[src/sv/fta_pkg.sv]
package fta_pkg;

  // register indexes on the configuration port
  localparam logic [1:0] REG_TICKS_PER_MS = 2'd0;
  localparam logic [1:0] REG_TIME_SCALE   = 2'd1;
  localparam logic [1:0] REG_CLIP_MS      = 2'd2;
  localparam logic [1:0] REG_STEP_LEN     = 2'd3;

  localparam int CFG_DATA_W   = 32;
  localparam int FRAC_BITS    = 16;
  localparam int HIST_DEPTH   = 4;
  localparam int DIV_W        = 64;
  localparam int REM_W        = 48;
  localparam int PROD_W       = 56;
  localparam int STEP_W       = 18;
  localparam int FPS_W        = 24;
  localparam int DEN_W        = 42;

  localparam logic [STEP_W-1:0] STEP_ONE   = 18'd65536;
  localparam logic [31:0]       STEP_MAX   = 32'd196608;
  localparam logic [31:0]       STEP_FLOOR = 32'd655;
  localparam logic [31:0]       STEP_MIN   = 32'd1;
  localparam logic [31:0]       FPS_MAX    = 32'd16777215;

  // status of the serial divider
  typedef struct packed {
    logic done;
    logic quo_big;
  } div_stat_t;

  // one result item
  typedef struct packed {
    logic [31:0]       game_time_ms;
    logic [31:0]       nonclipped_time_ms;
    logic [31:0]       pause_mode_time_ms;
    logic [31:0]       prev_time_1;
    logic [31:0]       prev_time_2;
    logic [31:0]       prev_time_3;
    logic [31:0]       prev_time_4;
    logic [31:0]       prev_nonclipped_ms;
    logic [STEP_W-1:0] time_step_q16;
    logic [STEP_W-1:0] old_time_step_q16;
    logic [FPS_W-1:0]  fps_q8;
    logic [31:0]       frame_count;
  } res_t;

endpackage

[src/sv/fta_in_if.sv]
interface fta_in_if;
  logic        valid;
  logic        ready;
  logic        command;
  logic [31:0] elapsed_ticks;
  logic        user_pause;
  logic        code_pause;
  logic        snapshot_active;

  modport source (output valid, command, elapsed_ticks, user_pause, code_pause,
                  snapshot_active, input ready);
  modport sink (input valid, command, elapsed_ticks, user_pause, code_pause,
                snapshot_active, output ready);
endinterface

[src/sv/fta_out_if.sv]
interface fta_out_if;
  logic        valid;
  logic        ready;
  logic [31:0] game_time_ms;
  logic [31:0] nonclipped_time_ms;
  logic [31:0] pause_mode_time_ms;
  logic [31:0] prev_time_1;
  logic [31:0] prev_time_2;
  logic [31:0] prev_time_3;
  logic [31:0] prev_time_4;
  logic [31:0] prev_nonclipped_ms;
  logic [17:0] time_step_q16;
  logic [17:0] old_time_step_q16;
  logic [23:0] fps_q8;
  logic [31:0] frame_count;

  modport source (output valid, game_time_ms, nonclipped_time_ms, pause_mode_time_ms,
                  prev_time_1, prev_time_2, prev_time_3, prev_time_4, prev_nonclipped_ms,
                  time_step_q16, old_time_step_q16, fps_q8, frame_count, input ready);
  modport sink (input valid, game_time_ms, nonclipped_time_ms, pause_mode_time_ms,
                prev_time_1, prev_time_2, prev_time_3, prev_time_4, prev_nonclipped_ms,
                time_step_q16, old_time_step_q16, fps_q8, frame_count, output ready);
endinterface

[src/sv/fta_div.sv]
module fta_div import fta_pkg::*; (
  input  logic             clk,
  input  logic             rst_n,
  input  logic             start,
  input  logic [DIV_W-1:0] num,
  input  logic [DIV_W-1:0] den,
  output div_stat_t        stat,
  output logic [31:0]      quo,
  output logic [DIV_W-1:0] rem
);

  localparam int CNT_W = $clog2(DIV_W);

  logic             busy_r;
  logic             done_r;
  logic [CNT_W-1:0] cnt_r;
  logic [DIV_W-1:0] num_r;
  logic [DIV_W-1:0] den_r;
  logic [DIV_W-1:0] rem_r;
  logic [31:0]      quo_r;
  logic             big_r;
  logic [DIV_W:0]   trial;
  logic [DIV_W:0]   diff;
  logic             fits;

  // one quotient bit per cycle, restoring
  always_comb begin
    trial = {rem_r, num_r[DIV_W-1]};
    diff  = trial - {1'b0, den_r};
    fits  = trial >= {1'b0, den_r};
  end

  // control
  always_ff @(posedge clk) begin
    if (!rst_n) begin
      busy_r <= 1'b0;
      done_r <= 1'b0;
      cnt_r  <= '0;
    end else begin
      done_r <= 1'b0;
      if (start) begin
        busy_r <= 1'b1;
        cnt_r  <= '0;
      end else if (busy_r) begin
        cnt_r <= cnt_r + 1'b1;
        if (cnt_r == CNT_W'(DIV_W - 1)) begin
          busy_r <= 1'b0;
          done_r <= 1'b1;
        end
      end
    end
  end

  // datapath
  always_ff @(posedge clk) begin
    if (start) begin
      num_r <= num;
      den_r <= den;
      rem_r <= '0;
      quo_r <= '0;
      big_r <= 1'b0;
    end else if (busy_r) begin
      num_r <= {num_r[DIV_W-2:0], 1'b0};
      rem_r <= fits ? diff[DIV_W-1:0] : trial[DIV_W-1:0];
      big_r <= big_r | quo_r[31];
      quo_r <= {quo_r[30:0], fits};
    end
  end

  assign stat.done    = done_r;
  assign stat.quo_big = big_r;
  assign quo          = quo_r;
  assign rem          = rem_r;

endmodule

[src/sv/frame_time_accumulator_unit.sv]
// Frame time accumulator. One request per rendered frame turns raw timer ticks into
// three millisecond clocks (pause-mode, unclipped game, clipped game) with exact
// sub-millisecond remainders, plus time step, four history times, fps and frame count.
// A frame request runs in order: shift-add multiply for the scaled ticks, shift-add
// multiply for the time-step divisor, six passes (start, quotient bits, hand-over)
// through one shared bit-serial divider, and a load of the result. A clip limit hit
// skips one pass and zero ticks skip the fps division. A stop request goes straight
// to result delivery. One request is worked at a time; a finished result sits in an
// output register, so the next request is taken while it waits.
module frame_time_accumulator_unit import fta_pkg::*; (
  input  logic                  clk,
  input  logic                  rst_n,
  fta_in_if.sink                in_ch,
  fta_out_if.source             out_ch,
  input  logic                  cfg_we,
  input  logic [1:0]            cfg_addr,
  input  logic [CFG_DATA_W-1:0] cfg_data
);

  localparam logic [3:0] S_IDLE  = 4'd0;
  localparam logic [3:0] S_MUL   = 4'd1;
  localparam logic [3:0] S_DEN   = 4'd2;
  localparam logic [3:0] S_DIV_P = 4'd3;
  localparam logic [3:0] S_DIV_N = 4'd4;
  localparam logic [3:0] S_DIV_C = 4'd5;
  localparam logic [3:0] S_DIV_G = 4'd6;
  localparam logic [3:0] S_DIV_S = 4'd7;
  localparam logic [3:0] S_DIV_F = 4'd8;
  localparam logic [3:0] S_DONE  = 4'd9;

  localparam logic [4:0] MUL_LAST = 5'd23;
  localparam logic [4:0] DEN_LAST = 5'd9;

  // configuration
  logic [31:0] ticks_per_ms_r;
  logic [23:0] time_scale_r;
  logic [15:0] clip_ms_r;
  logic [9:0]  step_len_r;

  // clocks and history
  logic [31:0]       game_ms_r, nc_ms_r, pause_ms_r, prev_nc_r, frames_r;
  logic [31:0]       hist_r [HIST_DEPTH];
  logic [REM_W-1:0]  game_rem_r, nc_rem_r, pause_rem_r;
  logic [STEP_W-1:0] step_now_r, step_before_r;
  logic [FPS_W-1:0]  fps_r;

  // sequencer and work registers
  logic [3:0]        state_r;
  logic              div_go_r;
  logic [31:0]       ticks_r;
  logic              paused_r, snap_r;
  logic [PROD_W-1:0] mc_r, acc_r, acc_nxt;
  logic [23:0]       mp_r;
  logic [4:0]        mcnt_r;
  logic [PROD_W-1:0] scaled_r;
  logic [DEN_W-1:0]  step_den_r;

  // result register
  res_t res_r;
  logic out_valid_r;

  // divider hookup
  logic             div_start;
  logic [DIV_W-1:0] div_num, div_den;
  div_stat_t        div_stat;
  logic [31:0]      div_quo;
  logic [DIV_W-1:0] div_rem;

  logic [31:0]       tpm_eff;
  logic [9:0]        sl_eff;
  logic [PROD_W-1:0] game_delta;
  logic [DIV_W-1:0]  one_ms, fps_num;
  logic [31:0]       step_q, fps_q;
  logic              in_acc;
  logic              out_free;

  fta_div u_div (
    .clk   (clk),
    .rst_n (rst_n),
    .start (div_start),
    .num   (div_num),
    .den   (div_den),
    .stat  (div_stat),
    .quo   (div_quo),
    .rem   (div_rem)
  );

  // effective dividers and derived operands
  always_comb begin
    tpm_eff    = (ticks_per_ms_r == '0) ? 32'd1 : ticks_per_ms_r;
    sl_eff     = (step_len_r == '0) ? 10'd1 : step_len_r;
    game_delta = paused_r ? '0 : scaled_r;
    one_ms     = {16'b0, tpm_eff, 16'b0};
    // 256000 * ticks_per_ms as shifts: 2^18 - 2^12 - 2^11
    fps_num    = ({14'b0, tpm_eff, 18'b0} - {20'b0, tpm_eff, 12'b0})
                 - {21'b0, tpm_eff, 11'b0};
    acc_nxt    = mp_r[0] ? acc_r + mc_r : acc_r;
  end

  // divider operand selection
  always_comb begin
    div_num = '0;
    div_den = one_ms;
    case (state_r)
      S_DIV_P: div_num = {8'b0, scaled_r} + {16'b0, pause_rem_r};
      S_DIV_N: div_num = {8'b0, game_delta} + {16'b0, nc_rem_r};
      S_DIV_C: div_num = {8'b0, game_delta};
      S_DIV_G: div_num = {8'b0, game_delta} + {16'b0, game_rem_r};
      S_DIV_S: begin
        div_num = {8'b0, game_delta};
        div_den = {22'b0, step_den_r};
      end
      S_DIV_F: begin
        div_num = fps_num;
        div_den = {32'b0, ticks_r};
      end
      default: begin
        div_num = '0;
        div_den = one_ms;
      end
    endcase
  end

  assign div_start = !div_go_r && (state_r inside {S_DIV_P, S_DIV_N, S_DIV_C, S_DIV_G,
                                                   S_DIV_S})
                     || (!div_go_r && state_r == S_DIV_F && ticks_r != '0);

  // time step clamp and fps saturation
  always_comb begin
    step_q = div_quo;
    if (!paused_r && !snap_r && step_q < STEP_FLOOR) step_q = STEP_FLOOR;
    if (step_q < STEP_MIN) step_q = STEP_MIN;
    if (div_stat.quo_big || step_q > STEP_MAX) step_q = STEP_MAX;
    fps_q = (div_stat.quo_big || div_quo > FPS_MAX) ? FPS_MAX : div_quo;
  end

  assign in_acc   = in_ch.valid && in_ch.ready;
  assign out_free = !out_valid_r || out_ch.ready;

  // configuration writes
  always_ff @(posedge clk) begin
    if (!rst_n) begin
      ticks_per_ms_r <= 32'd1;
      time_scale_r   <= 24'd65536;
      clip_ms_r      <= 16'd300;
      step_len_r     <= 10'd20;
    end else if (cfg_we) begin
      case (cfg_addr)
        REG_TICKS_PER_MS: ticks_per_ms_r <= cfg_data;
        REG_TIME_SCALE:   time_scale_r   <= cfg_data[23:0];
        REG_CLIP_MS:      clip_ms_r      <= cfg_data[15:0];
        REG_STEP_LEN:     step_len_r     <= cfg_data[9:0];
        default: ;
      endcase
    end
  end

  // sequencer and state update
  always_ff @(posedge clk) begin
    if (!rst_n) begin
      state_r       <= S_IDLE;
      div_go_r      <= 1'b0;
      out_valid_r   <= 1'b0;
      game_ms_r     <= '0;
      nc_ms_r       <= 32'd1;
      pause_ms_r    <= 32'd1;
      prev_nc_r     <= '0;
      frames_r      <= '0;
      game_rem_r    <= '0;
      nc_rem_r      <= '0;
      pause_rem_r   <= '0;
      step_now_r    <= STEP_ONE;
      step_before_r <= STEP_ONE;
      fps_r         <= '0;
      for (int i = 0; i < HIST_DEPTH; i++) hist_r[i] <= '0;
    end else begin
      if (out_valid_r && out_ch.ready && state_r != S_DONE) out_valid_r <= 1'b0;
      if (div_start) div_go_r <= 1'b1;
      case (state_r)
        S_IDLE: begin
          if (in_acc) begin
            ticks_r  <= in_ch.elapsed_ticks;
            paused_r <= in_ch.user_pause | in_ch.code_pause;
            snap_r   <= in_ch.snapshot_active;
            prev_nc_r <= nc_ms_r;
            if (in_ch.command) begin
              // stop: sync history, drop remainders
              for (int i = 0; i < HIST_DEPTH; i++) hist_r[i] <= game_ms_r;
              game_rem_r  <= '0;
              nc_rem_r    <= '0;
              pause_rem_r <= '0;
              state_r     <= S_DONE;
            end else begin
              for (int i = HIST_DEPTH - 1; i > 0; i--) hist_r[i] <= hist_r[i-1];
              hist_r[0] <= game_ms_r;
              frames_r  <= frames_r + 1'b1;
              mc_r      <= {24'b0, in_ch.elapsed_ticks};
              mp_r      <= time_scale_r;
              acc_r     <= '0;
              mcnt_r    <= '0;
              state_r   <= S_MUL;
            end
          end
        end
        S_MUL: begin
          // ticks times scale (unscaled ticks when paused), one multiplier bit a cycle
          acc_r  <= acc_nxt;
          mc_r   <= {mc_r[PROD_W-2:0], 1'b0};
          mp_r   <= {1'b0, mp_r[23:1]};
          mcnt_r <= mcnt_r + 1'b1;
          if (mcnt_r == MUL_LAST) begin
            scaled_r <= paused_r ? {8'b0, ticks_r, 16'b0} : acc_nxt;
            mc_r     <= {24'b0, tpm_eff};
            mp_r     <= {14'b0, sl_eff};
            acc_r    <= '0;
            mcnt_r   <= '0;
            state_r  <= S_DEN;
          end
        end
        S_DEN: begin
          // step divisor: ticks_per_ms times step length
          acc_r  <= acc_nxt;
          mc_r   <= {mc_r[PROD_W-2:0], 1'b0};
          mp_r   <= {1'b0, mp_r[23:1]};
          mcnt_r <= mcnt_r + 1'b1;
          if (mcnt_r == DEN_LAST) begin
            step_den_r <= acc_nxt[DEN_W-1:0];
            state_r    <= S_DIV_P;
          end
        end
        S_DIV_P: if (div_stat.done) begin
          div_go_r    <= 1'b0;
          pause_ms_r  <= pause_ms_r + div_quo;
          pause_rem_r <= div_rem[REM_W-1:0];
          state_r     <= S_DIV_N;
        end
        S_DIV_N: if (div_stat.done) begin
          div_go_r <= 1'b0;
          nc_ms_r  <= nc_ms_r + div_quo;
          nc_rem_r <= div_rem[REM_W-1:0];
          state_r  <= S_DIV_C;
        end
        S_DIV_C: if (div_stat.done) begin
          // clip limit reached: advance by exactly the limit, keep remainder
          div_go_r <= 1'b0;
          if (div_stat.quo_big || (div_quo >= {16'b0, clip_ms_r})) begin
            game_ms_r <= game_ms_r + {16'b0, clip_ms_r};
            state_r   <= S_DIV_S;
          end else begin
            state_r <= S_DIV_G;
          end
        end
        S_DIV_G: if (div_stat.done) begin
          div_go_r   <= 1'b0;
          game_ms_r  <= game_ms_r + div_quo;
          game_rem_r <= div_rem[REM_W-1:0];
          state_r    <= S_DIV_S;
        end
        S_DIV_S: if (div_stat.done) begin
          div_go_r      <= 1'b0;
          step_before_r <= step_now_r;
          step_now_r    <= step_q[STEP_W-1:0];
          state_r       <= S_DIV_F;
        end
        S_DIV_F: begin
          if (ticks_r == '0) begin
            fps_r   <= '0;
            state_r <= S_DONE;
          end else if (div_stat.done) begin
            div_go_r <= 1'b0;
            fps_r    <= fps_q[FPS_W-1:0];
            state_r  <= S_DONE;
          end
        end
        S_DONE: begin
          if (out_free) begin
            out_valid_r <= 1'b1;
            state_r     <= S_IDLE;
          end
        end
        default: state_r <= S_IDLE;
      endcase
    end
  end

  // result capture
  always_ff @(posedge clk) begin
    if (state_r == S_DONE && out_free) begin
      res_r.game_time_ms       <= game_ms_r;
      res_r.nonclipped_time_ms <= nc_ms_r;
      res_r.pause_mode_time_ms <= pause_ms_r;
      res_r.prev_time_1        <= hist_r[0];
      res_r.prev_time_2        <= hist_r[1];
      res_r.prev_time_3        <= hist_r[2];
      res_r.prev_time_4        <= hist_r[3];
      res_r.prev_nonclipped_ms <= prev_nc_r;
      res_r.time_step_q16      <= step_now_r;
      res_r.old_time_step_q16  <= step_before_r;
      res_r.fps_q8             <= fps_r;
      res_r.frame_count        <= frames_r;
    end
  end

  assign in_ch.ready               = (state_r == S_IDLE);
  assign out_ch.valid              = out_valid_r;
  assign out_ch.game_time_ms       = res_r.game_time_ms;
  assign out_ch.nonclipped_time_ms = res_r.nonclipped_time_ms;
  assign out_ch.pause_mode_time_ms = res_r.pause_mode_time_ms;
  assign out_ch.prev_time_1        = res_r.prev_time_1;
  assign out_ch.prev_time_2        = res_r.prev_time_2;
  assign out_ch.prev_time_3        = res_r.prev_time_3;
  assign out_ch.prev_time_4        = res_r.prev_time_4;
  assign out_ch.prev_nonclipped_ms = res_r.prev_nonclipped_ms;
  assign out_ch.time_step_q16      = res_r.time_step_q16;
  assign out_ch.old_time_step_q16  = res_r.old_time_step_q16;
  assign out_ch.fps_q8             = res_r.fps_q8;
  assign out_ch.frame_count        = res_r.frame_count;

`ifndef SYNTHESIS
  // a stop request goes straight to result delivery
  a_stop_fast: assert property (@(posedge clk) disable iff (!rst_n)
    in_acc && in_ch.command |=> state_r == S_DONE)
    else $error("stop request did not go to result delivery");

  // the divider is never started in two consecutive cycles
  a_div_single: assert property (@(posedge clk) disable iff (!rst_n)
    div_start |=> !div_start)
    else $error("divider started twice");

  // the stored time step stays inside its clamp
  a_step_range: assert property (@(posedge clk) disable iff (!rst_n)
    state_r == S_DONE |-> ({14'b0, step_now_r} >= STEP_MIN)
                          && ({14'b0, step_now_r} <= STEP_MAX))
    else $error("time step out of range");
`endif

endmodule

[src/flat_wrapper.sv]
// flat-port wrapper written by rule: the top's interface ports become plain ports
module frame_time_accumulator_unit_flat import fta_pkg::*;
  (clk, rst_n, cfg_we, cfg_addr, cfg_data, in_ch_valid, in_ch_command, in_ch_elapsed_ticks, in_ch_user_pause, in_ch_code_pause, in_ch_snapshot_active, in_ch_ready, out_ch_valid, out_ch_game_time_ms, out_ch_nonclipped_time_ms, out_ch_pause_mode_time_ms, out_ch_prev_time_1, out_ch_prev_time_2, out_ch_prev_time_3, out_ch_prev_time_4, out_ch_prev_nonclipped_ms, out_ch_time_step_q16, out_ch_old_time_step_q16, out_ch_fps_q8, out_ch_frame_count, out_ch_ready);
  fta_in_if in_ch_i ();
  fta_out_if out_ch_i ();
  input  logic clk;
  input  logic rst_n;
  input  logic cfg_we;
  input  logic [1:0] cfg_addr;
  input  logic [CFG_DATA_W-1:0] cfg_data;
  input wire logic [$bits(in_ch_i.valid)-1:0] in_ch_valid;
  input wire logic [$bits(in_ch_i.command)-1:0] in_ch_command;
  input wire logic [$bits(in_ch_i.elapsed_ticks)-1:0] in_ch_elapsed_ticks;
  input wire logic [$bits(in_ch_i.user_pause)-1:0] in_ch_user_pause;
  input wire logic [$bits(in_ch_i.code_pause)-1:0] in_ch_code_pause;
  input wire logic [$bits(in_ch_i.snapshot_active)-1:0] in_ch_snapshot_active;
  output wire logic [$bits(in_ch_i.ready)-1:0] in_ch_ready;
  output wire logic [$bits(out_ch_i.valid)-1:0] out_ch_valid;
  output wire logic [$bits(out_ch_i.game_time_ms)-1:0] out_ch_game_time_ms;
  output wire logic [$bits(out_ch_i.nonclipped_time_ms)-1:0] out_ch_nonclipped_time_ms;
  output wire logic [$bits(out_ch_i.pause_mode_time_ms)-1:0] out_ch_pause_mode_time_ms;
  output wire logic [$bits(out_ch_i.prev_time_1)-1:0] out_ch_prev_time_1;
  output wire logic [$bits(out_ch_i.prev_time_2)-1:0] out_ch_prev_time_2;
  output wire logic [$bits(out_ch_i.prev_time_3)-1:0] out_ch_prev_time_3;
  output wire logic [$bits(out_ch_i.prev_time_4)-1:0] out_ch_prev_time_4;
  output wire logic [$bits(out_ch_i.prev_nonclipped_ms)-1:0] out_ch_prev_nonclipped_ms;
  output wire logic [$bits(out_ch_i.time_step_q16)-1:0] out_ch_time_step_q16;
  output wire logic [$bits(out_ch_i.old_time_step_q16)-1:0] out_ch_old_time_step_q16;
  output wire logic [$bits(out_ch_i.fps_q8)-1:0] out_ch_fps_q8;
  output wire logic [$bits(out_ch_i.frame_count)-1:0] out_ch_frame_count;
  input wire logic [$bits(out_ch_i.ready)-1:0] out_ch_ready;
  assign in_ch_i.valid = in_ch_valid;
  assign in_ch_i.command = in_ch_command;
  assign in_ch_i.elapsed_ticks = in_ch_elapsed_ticks;
  assign in_ch_i.user_pause = in_ch_user_pause;
  assign in_ch_i.code_pause = in_ch_code_pause;
  assign in_ch_i.snapshot_active = in_ch_snapshot_active;
  assign in_ch_ready = in_ch_i.ready;
  assign out_ch_valid = out_ch_i.valid;
  assign out_ch_game_time_ms = out_ch_i.game_time_ms;
  assign out_ch_nonclipped_time_ms = out_ch_i.nonclipped_time_ms;
  assign out_ch_pause_mode_time_ms = out_ch_i.pause_mode_time_ms;
  assign out_ch_prev_time_1 = out_ch_i.prev_time_1;
  assign out_ch_prev_time_2 = out_ch_i.prev_time_2;
  assign out_ch_prev_time_3 = out_ch_i.prev_time_3;
  assign out_ch_prev_time_4 = out_ch_i.prev_time_4;
  assign out_ch_prev_nonclipped_ms = out_ch_i.prev_nonclipped_ms;
  assign out_ch_time_step_q16 = out_ch_i.time_step_q16;
  assign out_ch_old_time_step_q16 = out_ch_i.old_time_step_q16;
  assign out_ch_fps_q8 = out_ch_i.fps_q8;
  assign out_ch_frame_count = out_ch_i.frame_count;
  assign out_ch_i.ready = out_ch_ready;
  frame_time_accumulator_unit u_core (.clk(clk), .rst_n(rst_n), .in_ch(in_ch_i), .out_ch(out_ch_i), .cfg_we(cfg_we), .cfg_addr(cfg_addr), .cfg_data(cfg_data));
endmodule
[config.mk]
export PLATFORM = sky130hd
export DESIGN_NAME = frame_time_accumulator_unit_flat
export DESIGN_NICKNAME = d
export VERILOG_FILES = /design/src/sv/fta_pkg.sv /design/src/sv/fta_in_if.sv /design/src/sv/fta_out_if.sv /design/src/sv/fta_div.sv /design/src/sv/frame_time_accumulator_unit.sv /design/src/flat_wrapper.sv
export SDC_FILE = /design/constraint.sdc
export NUM_CORES = 2
export LEC_CHECK = 0
export BUFFER_PORTS_ARGS = -buffer_cell sky130_fd_sc_hd__buf_2
export CAP_MARGIN = 10
export CORE_MARGIN = 2
export CORE_UTILIZATION = 30
export CTS_CLUSTER_DIAMETER = 200
export DETAILED_ROUTE_END_ITERATION = 16
export GPL_ROUTABILITY_DRIVEN = 0
export GPL_TIMING_DRIVEN = 0
export PLACE_DENSITY = 0.46
export SETUP_SLACK_MARGIN = 0.1
export SYNTH_ARGS = -nofsm -noshare
export SYNTH_HDL_FRONTEND = slang
export SYNTH_SLANG_ARGS = --single-unit
[constraint.sdc]
create_clock -name clk -period 58.5 [get_ports clk]
set_clock_uncertainty 0.05 [all_clocks]
set_input_delay 2.925 -clock clk [delete_from_list [all_inputs] [get_ports clk]]
set_output_delay 2.925 -clock clk [all_outputs]
set_load 0.01 [all_outputs]
# Word-level counts from Yosys, hierarchy flattened

Memory sizes are Yosys's and may differ from the RTL's. A register that Yosys moved wholly into a read port is not among the register bits.
Cells that the tools add are included.

Output and inout port bits: 350
Bits in registers: 1,274
Bits in writable memories: 128
Bits of input ports: 75
Logic and storage cells: 251
Memories: 1

Memories:

| memory        | depth | width | rd ports | clocked after memory_dff | wr ports | line                              | RTL |
|---|---|---|---|---|---|---|---|
| u_core.hist_r | 4     | 32    | 4        | 1                        | 4        | frame_time_accumulator_unit.sv:42 | `logic [31:0] hist_r [HIST_DEPTH];` |

$lt $le $gt $ge: 6
Reductions and logical operators: 55
$add $sub $neg: 14
Eq/ne operators: 29
Mux-type cells: 86
Bitwise operators: 13

Operator list:

| kind                                                                               | count |
|---|---|
| 32-bit 2-to-1 mux                                                                  | 14 |
| 56-bit 2-to-1 mux                                                                  | 8 |
| 48-bit one-hot mux with 2 select lines                                             | 4 |
| 56-bit one-hot mux with 3 select lines                                             | 2 |
| 64-bit one-hot mux with 5 select lines                                             | 1 |
| 48-bit 2-to-1 mux                                                                  | 4 |
| 64-bit 2-to-1 mux                                                                  | 3 |
| 56-bit by 48-bit adder with 57-bit output                                          | 3 |
| 24-bit 2-to-1 mux                                                                  | 5 |
| 32-bit adder                                                                       | 3 |
| 24-bit one-hot mux with 3 select lines                                             | 1 |
| 65-bit by 64-bit >= comparator with 1-bit output                                   | 1 |
| 32-bit logical NOT                                                                 | 2 |
| 32-bit one-hot mux with 2 select lines                                             | 1 |
| 64-bit by 43-bit subtractor with 64-bit output                                     | 1 |
| 64-bit subtractor                                                                  | 1 |
| 56-bit adder                                                                       | 1 |
| 50-bit by 44-bit subtractor with 51-bit output                                     | 1 |
| 4-bit 2-to-1 mux                                                                   | 12 |
| 4-bit one-hot mux with 10 select lines                                             | 1 |
| 32-bit by 1-bit adder with 32-bit output (second input constant)                   | 1 |
| 32-bit by 16-bit adder with 32-bit output                                          | 1 |
| 32-bit by 16-bit >= comparator with 1-bit output                                   | 1 |
| 32-bit by 18-bit greater-than comparator with 1-bit output (second input constant) | 1 |
| other kinds (44)                                                                   | 130 |

# Longest topological paths before layout

Depth in word-level cells: 9
Mapped depth: 31
Mapped depth without buffers: 30

# Cells and area by module

A second synthesis with hierarchy kept.

Cell total of the unflattened synthesis: 7,772
Area total of the unflattened synthesis: 76,407.0 µm²

Modules (own cells, without submodules):

| module                      | cells an instance | instances | area an instance (µm²) | seq. area each (µm²) |
|---|---|---|---|---|
| frame_time_accumulator_unit | 6,410             | 1         | 63,209.4               | 31,540.2 |
| fta_div                     | 1,362             | 1         | 13,197.7               | 5,945.7 |

# Worst setup path before layout

OpenSTA, ideal clock, no wires.

Path kind: input port to flip-flop
Start: in out_ch_ready
End: reg, netlist name u_core.out_ch.fps_q8[0]
Arrival: 26.348 ns
Setup time: 1.484 ns
Cell stages on the path: 2
Slack: 30.618 ns
Data required time: 56.966 ns
Path buffers: 0
Cells stage by stage: nor2b_1 -> nor3_1

Word-level cells in the longest chain between the ends: 2

RTL lines:

| what               | line                               | RTL |
|---|---|---|
| start: declaration | flat_wrapper.sv:31                 | `input wire logic [$bits(out_ch_i.ready)-1:0] out_ch_ready;` |
| 1-bit logical OR   | frame_time_accumulator_unit.sv:138 | `assign out_free = !out_valid_r \|\| out_ch.ready;` |
| 1-bit logical AND  | frame_time_accumulator_unit.sv:288 | `if (state_r == S_DONE && out_free) begin` |

Every way passes these cells.
A chain may end at the register's enable or synchronous reset.

# Worst setup path in the final report

Start: reg u_core.state_r[0]
End: reg u_core.u_div.num_r[48], data pin

Word-level cells in the longest chain between the ends: 5
Elaborated cells on any way between the ends: 14
Those cells by class: 6 x eq/ne; 2 x mux; 6 x reduce/logical

RTL lines:

| what                                                                           | line                               | RTL |
|---|---|---|
| start: declaration                                                             | frame_time_accumulator_unit.sv:48  | `logic [3:0] state_r;` |
| start signal: assignment                                                       | frame_time_accumulator_unit.sv:161 | `state_r <= S_IDLE;` |
| start signal: assignment                                                       | frame_time_accumulator_unit.sv:192 | `state_r <= S_DONE;` |
| start signal: assignment                                                       | frame_time_accumulator_unit.sv:201 | `state_r <= S_MUL;` |
| branches (longest 4 deep; another with 64-bit one-hot mux with 5 select lines) | n/a                                |  |
| 64-bit 2-to-1 mux *                                                            | fta_div.sv:56                      | `if (start) begin` |
| end signal: assignment                                                         | fta_div.sv:57                      | `num_r <= num;` |
| end signal: assignment                                                         | fta_div.sv:63                      | `num_r <= {num_r[DIV_W-2:0], 1'b0};` |
| end: declaration                                                               | fta_div.sv:17                      | `logic [DIV_W-1:0] num_r;` |

Mark *: on every way between the ends.

==> reports/summary.txt <==
Clock sink count: 1,418
Chip height: 504 µm
Post-route ant nets: 0
# fillers: 25,068
DR pass1 iterations: 9
Crit path max fanout: 10
Gate Count Post-Synth: 7,482
Total negative slack: 0 ns
WHS Path Cells: 0
Post-Synthesis Cell Area: 74,900 µm²
Leakage: 33.2 nW
Flops & latches, synth: 1,418
Vias in the first global route: 58,343
Post-synthesis xor/xnor area fraction: 4.27%
Chip Width: 504 µm
Ys async rst share: 0%
Max-cap violations: 0
CTS resizes: 0
Seq/Total Area, Yosys: 49.4%
Remaining Overflow, GRT: 0
Worst setup EP type: flip-flop
Final period util: 15.2%
RSZ-0062 raised after global routing: no
Setup bufs post-CTS: 0
Slew margin rel.: 9.13%
Synth top area cells: edfxtp_1 (35%), dfxtp_1 (15%), ha_1 (6.2%)
Synth Area in Compound Gates: 18.7%
Pwr Density: 41.6 nW/µm²
Post-synth EDFFs: 861
Vias: 61,284
Largest net degree at the start of global routing: 65
Area leader, netlist: edfxtp_1
Area of the multi-input gates: 35,400 µm²
Placed cell count: 11,293
Final min period: 8.89 ns
Synth warnings: 0
Root buffer cell: clkbuf_16
Routed len/inst: 25.1 µm
R2R cell count: 20
Fmax: 0.112 GHz
CTS buffer count: 163
Final instance area: 87,600 µm²
Post-synth top area share: 34.5%
Share of cells above drive strength 1: 11.0%
Seq. cell area: 37,000 µm²
Port bufs: 422
Initial DRC Count: 5,619
Synth cell types: 100
Peak VDD IR: 0.0262 mV
Startpoint Class: flip-flop
Total Wirelength: 292 mm
Worst path arrival time: 9.37 ns
Syn_nets: 7,933
I/O Pins: 425
TritonCTS clock tree: done
Initial Util: 30.2%
Hold_buf cts: 0
FP Rows: 183
Top cells by count, synth: nand2_1 (866), edfxtp_1 (861), dfxtp_1 (557)
DR vias/cell: 5.28
P&R area growth vs syn: 16.9%
R2R setup slack: 49.61 ns
Final hold vios: 0
Residual DRC count: 0
Simple-gate area share of the yosys netlist: 15.1%
Die area: 254,000 µm²
GRT Total Usage: 22.2%
Post-synthesis mux area share: 2.67%
Ys flop type: edfxtp_1
First-pass GRT wire length: 417 mm
Critical path type: flip-flop to flip-flop
# H-tree levels: 4
Core area: 248,000 µm²
Largest family of logic cells by synthesized area: compound AO/OA/AOI/OAI gates
Min-Delay Path Class: flip-flop to flip-flop
Post-DP HPWL: 231 mm
Synth Area in Adders: 6.38%
Placed inst area: 82,100 µm²
Critical Path RT: 58.97 ns
Fin. max-slew vios: 0
Post-Syn Area per Cell: 10.0 µm²
# nets final: 8,582
Reg clk slew, reported paths: 0.07 ns
Fin cells: 11,606
Worst-Margin Slew: 1.36 ns
Most frequent cell after synthesis: nand2_1
Worst skew pair latency: 0.85 ns
Initial antenna violation count: 17
Maximum clock path buffer count: 3
Status: finished, final reports clean
Final Setup Violations: 0
==> flip-flops by register name, indices dropped and copies added (netlist names), 42 cells and up <==
register / count
u_core.acc_r: 56
u_core.game_rem_r: 48
u_core.hist_r: 128
u_core.mc_r: 56
u_core.nc_rem_r: 48
u_core.pause_rem_r: 48
u_core.scaled_r: 56
u_core.step_den_r: 42
u_core.u_div.den_r: 48
u_core.u_div.num_r: 64
u_core.u_div.rem: 64
==> logic make-up (layout without fill, tap and decap cells) <==
group | count (synthesis) | after routing
xor+xnor | 365 | 365
simple gates | 2349 | 2349
mux | 187 | 187
buf+inv | 690 | 1478
other cells | 0 | 6
compound gates | 2095 | 2095
flops | 1418 | 1418
fa+ha+maj | 378 | 378
==> critical path: stages, from the launching register on <==
cell	delay, ns
dfxtp_1	0.30
clkbuf_1	0.22
inv_2	0.33
nand2_1	0.31
nor2_1	0.91
clkbuf_1	0.95
buf_1	0.82
mux2_2	0.47
ha_1	0.25
fa_1	0.42
a21o_1	0.20
a221oi_1	0.55
o311a_1	0.35
a211oi_1	0.21
nor4_1	0.51
o31ai_1	0.32
a31oi_1	0.48
nor2_1	0.18
xnor2_1	0.18
a221oi_1	0.37
o22ai_1	0.15
==> metrics by stage <==
step                      total power, mW  hold slack [ns]  util [%]  worst slack [ns]
after floorplan                      2.15            0.350         -             30.62
after global placement               2.63            0.352      32.7             17.33
after detailed placement             2.60            0.355      33.0             49.36
after CTS                            3.65            0.344      35.2             49.30
after global routing                 3.82            0.362      35.2             49.39
final                                3.64            0.353      35.2             49.61
==> layer usage <==
layer,routed length (µm),GRT usage [%],up-vias
li1,-,-,28627
met1,132000,30.6,29959
met2,131000,35.3,2266
met3,18800,3.40,430
met4,10600,7.50,2
met5,20,0,-
==> power by group <==
part | internal (mW) | switching [mW] | leakage, nW
clock network | 0.582 | 0.460 | 2.63
registers | 1.26 | 0.126 | 12.6
logic | 0.411 | 0.805 | 18.0
==> final timing paths <==
kind	from	endpoint
setup reg to reg	u_core.state_r[0]	u_core.u_div.num_r[48]
setup / recovery	u_core.state_r[0]	u_core.u_div.num_r[48]
hold reg to reg	u_core.hist_r[3][18]	u_core.out_ch.prev_time_4[18]
hold / removal	u_core.hist_r[3][18]	u_core.out_ch.prev_time_4[18]
==> cell type report <==
cell class                 count  area share (%)
inverter                     271            1.16
sequential                  1418            42.3
clock inverter                88            1.11
tap                         3330            4.76
antenna                        6          0.0171
clock buffer                 216            5.10
buffer                       419            1.83
multi-input combinational   5374            40.4
timing repair buffer         484            3.37
==> layout by cell type (no fill, tap or decap), drive strengths merged, types with 95 or more instances in the layout <==
| master | synthesis | final |
|---|---|---|
| a21o | 201 | 201 |
| buf | 42 | 524 |
| xnor2 | 228 | 228 |
| inv | 271 | 276 |
| nand3 | 147 | 147 |
| xor2 | 137 | 137 |
| a21oi | 520 | 520 |
| o21ai | 363 | 363 |
| clkbuf | 377 | 595 |
| dfxtp | 557 | 557 |
| nand2b | 148 | 148 |
| a22oi | 139 | 139 |
| nor2 | 432 | 432 |
| nor2b | 229 | 229 |
| edfxtp | 861 | 861 |
| nand2 | 866 | 866 |
| ha | 369 | 369 |
| a21boi | 242 | 242 |
| mux2 | 95 | 95 |
| and2 | 152 | 152 |
Note: power is estimated with default switching activity, not from simulation.
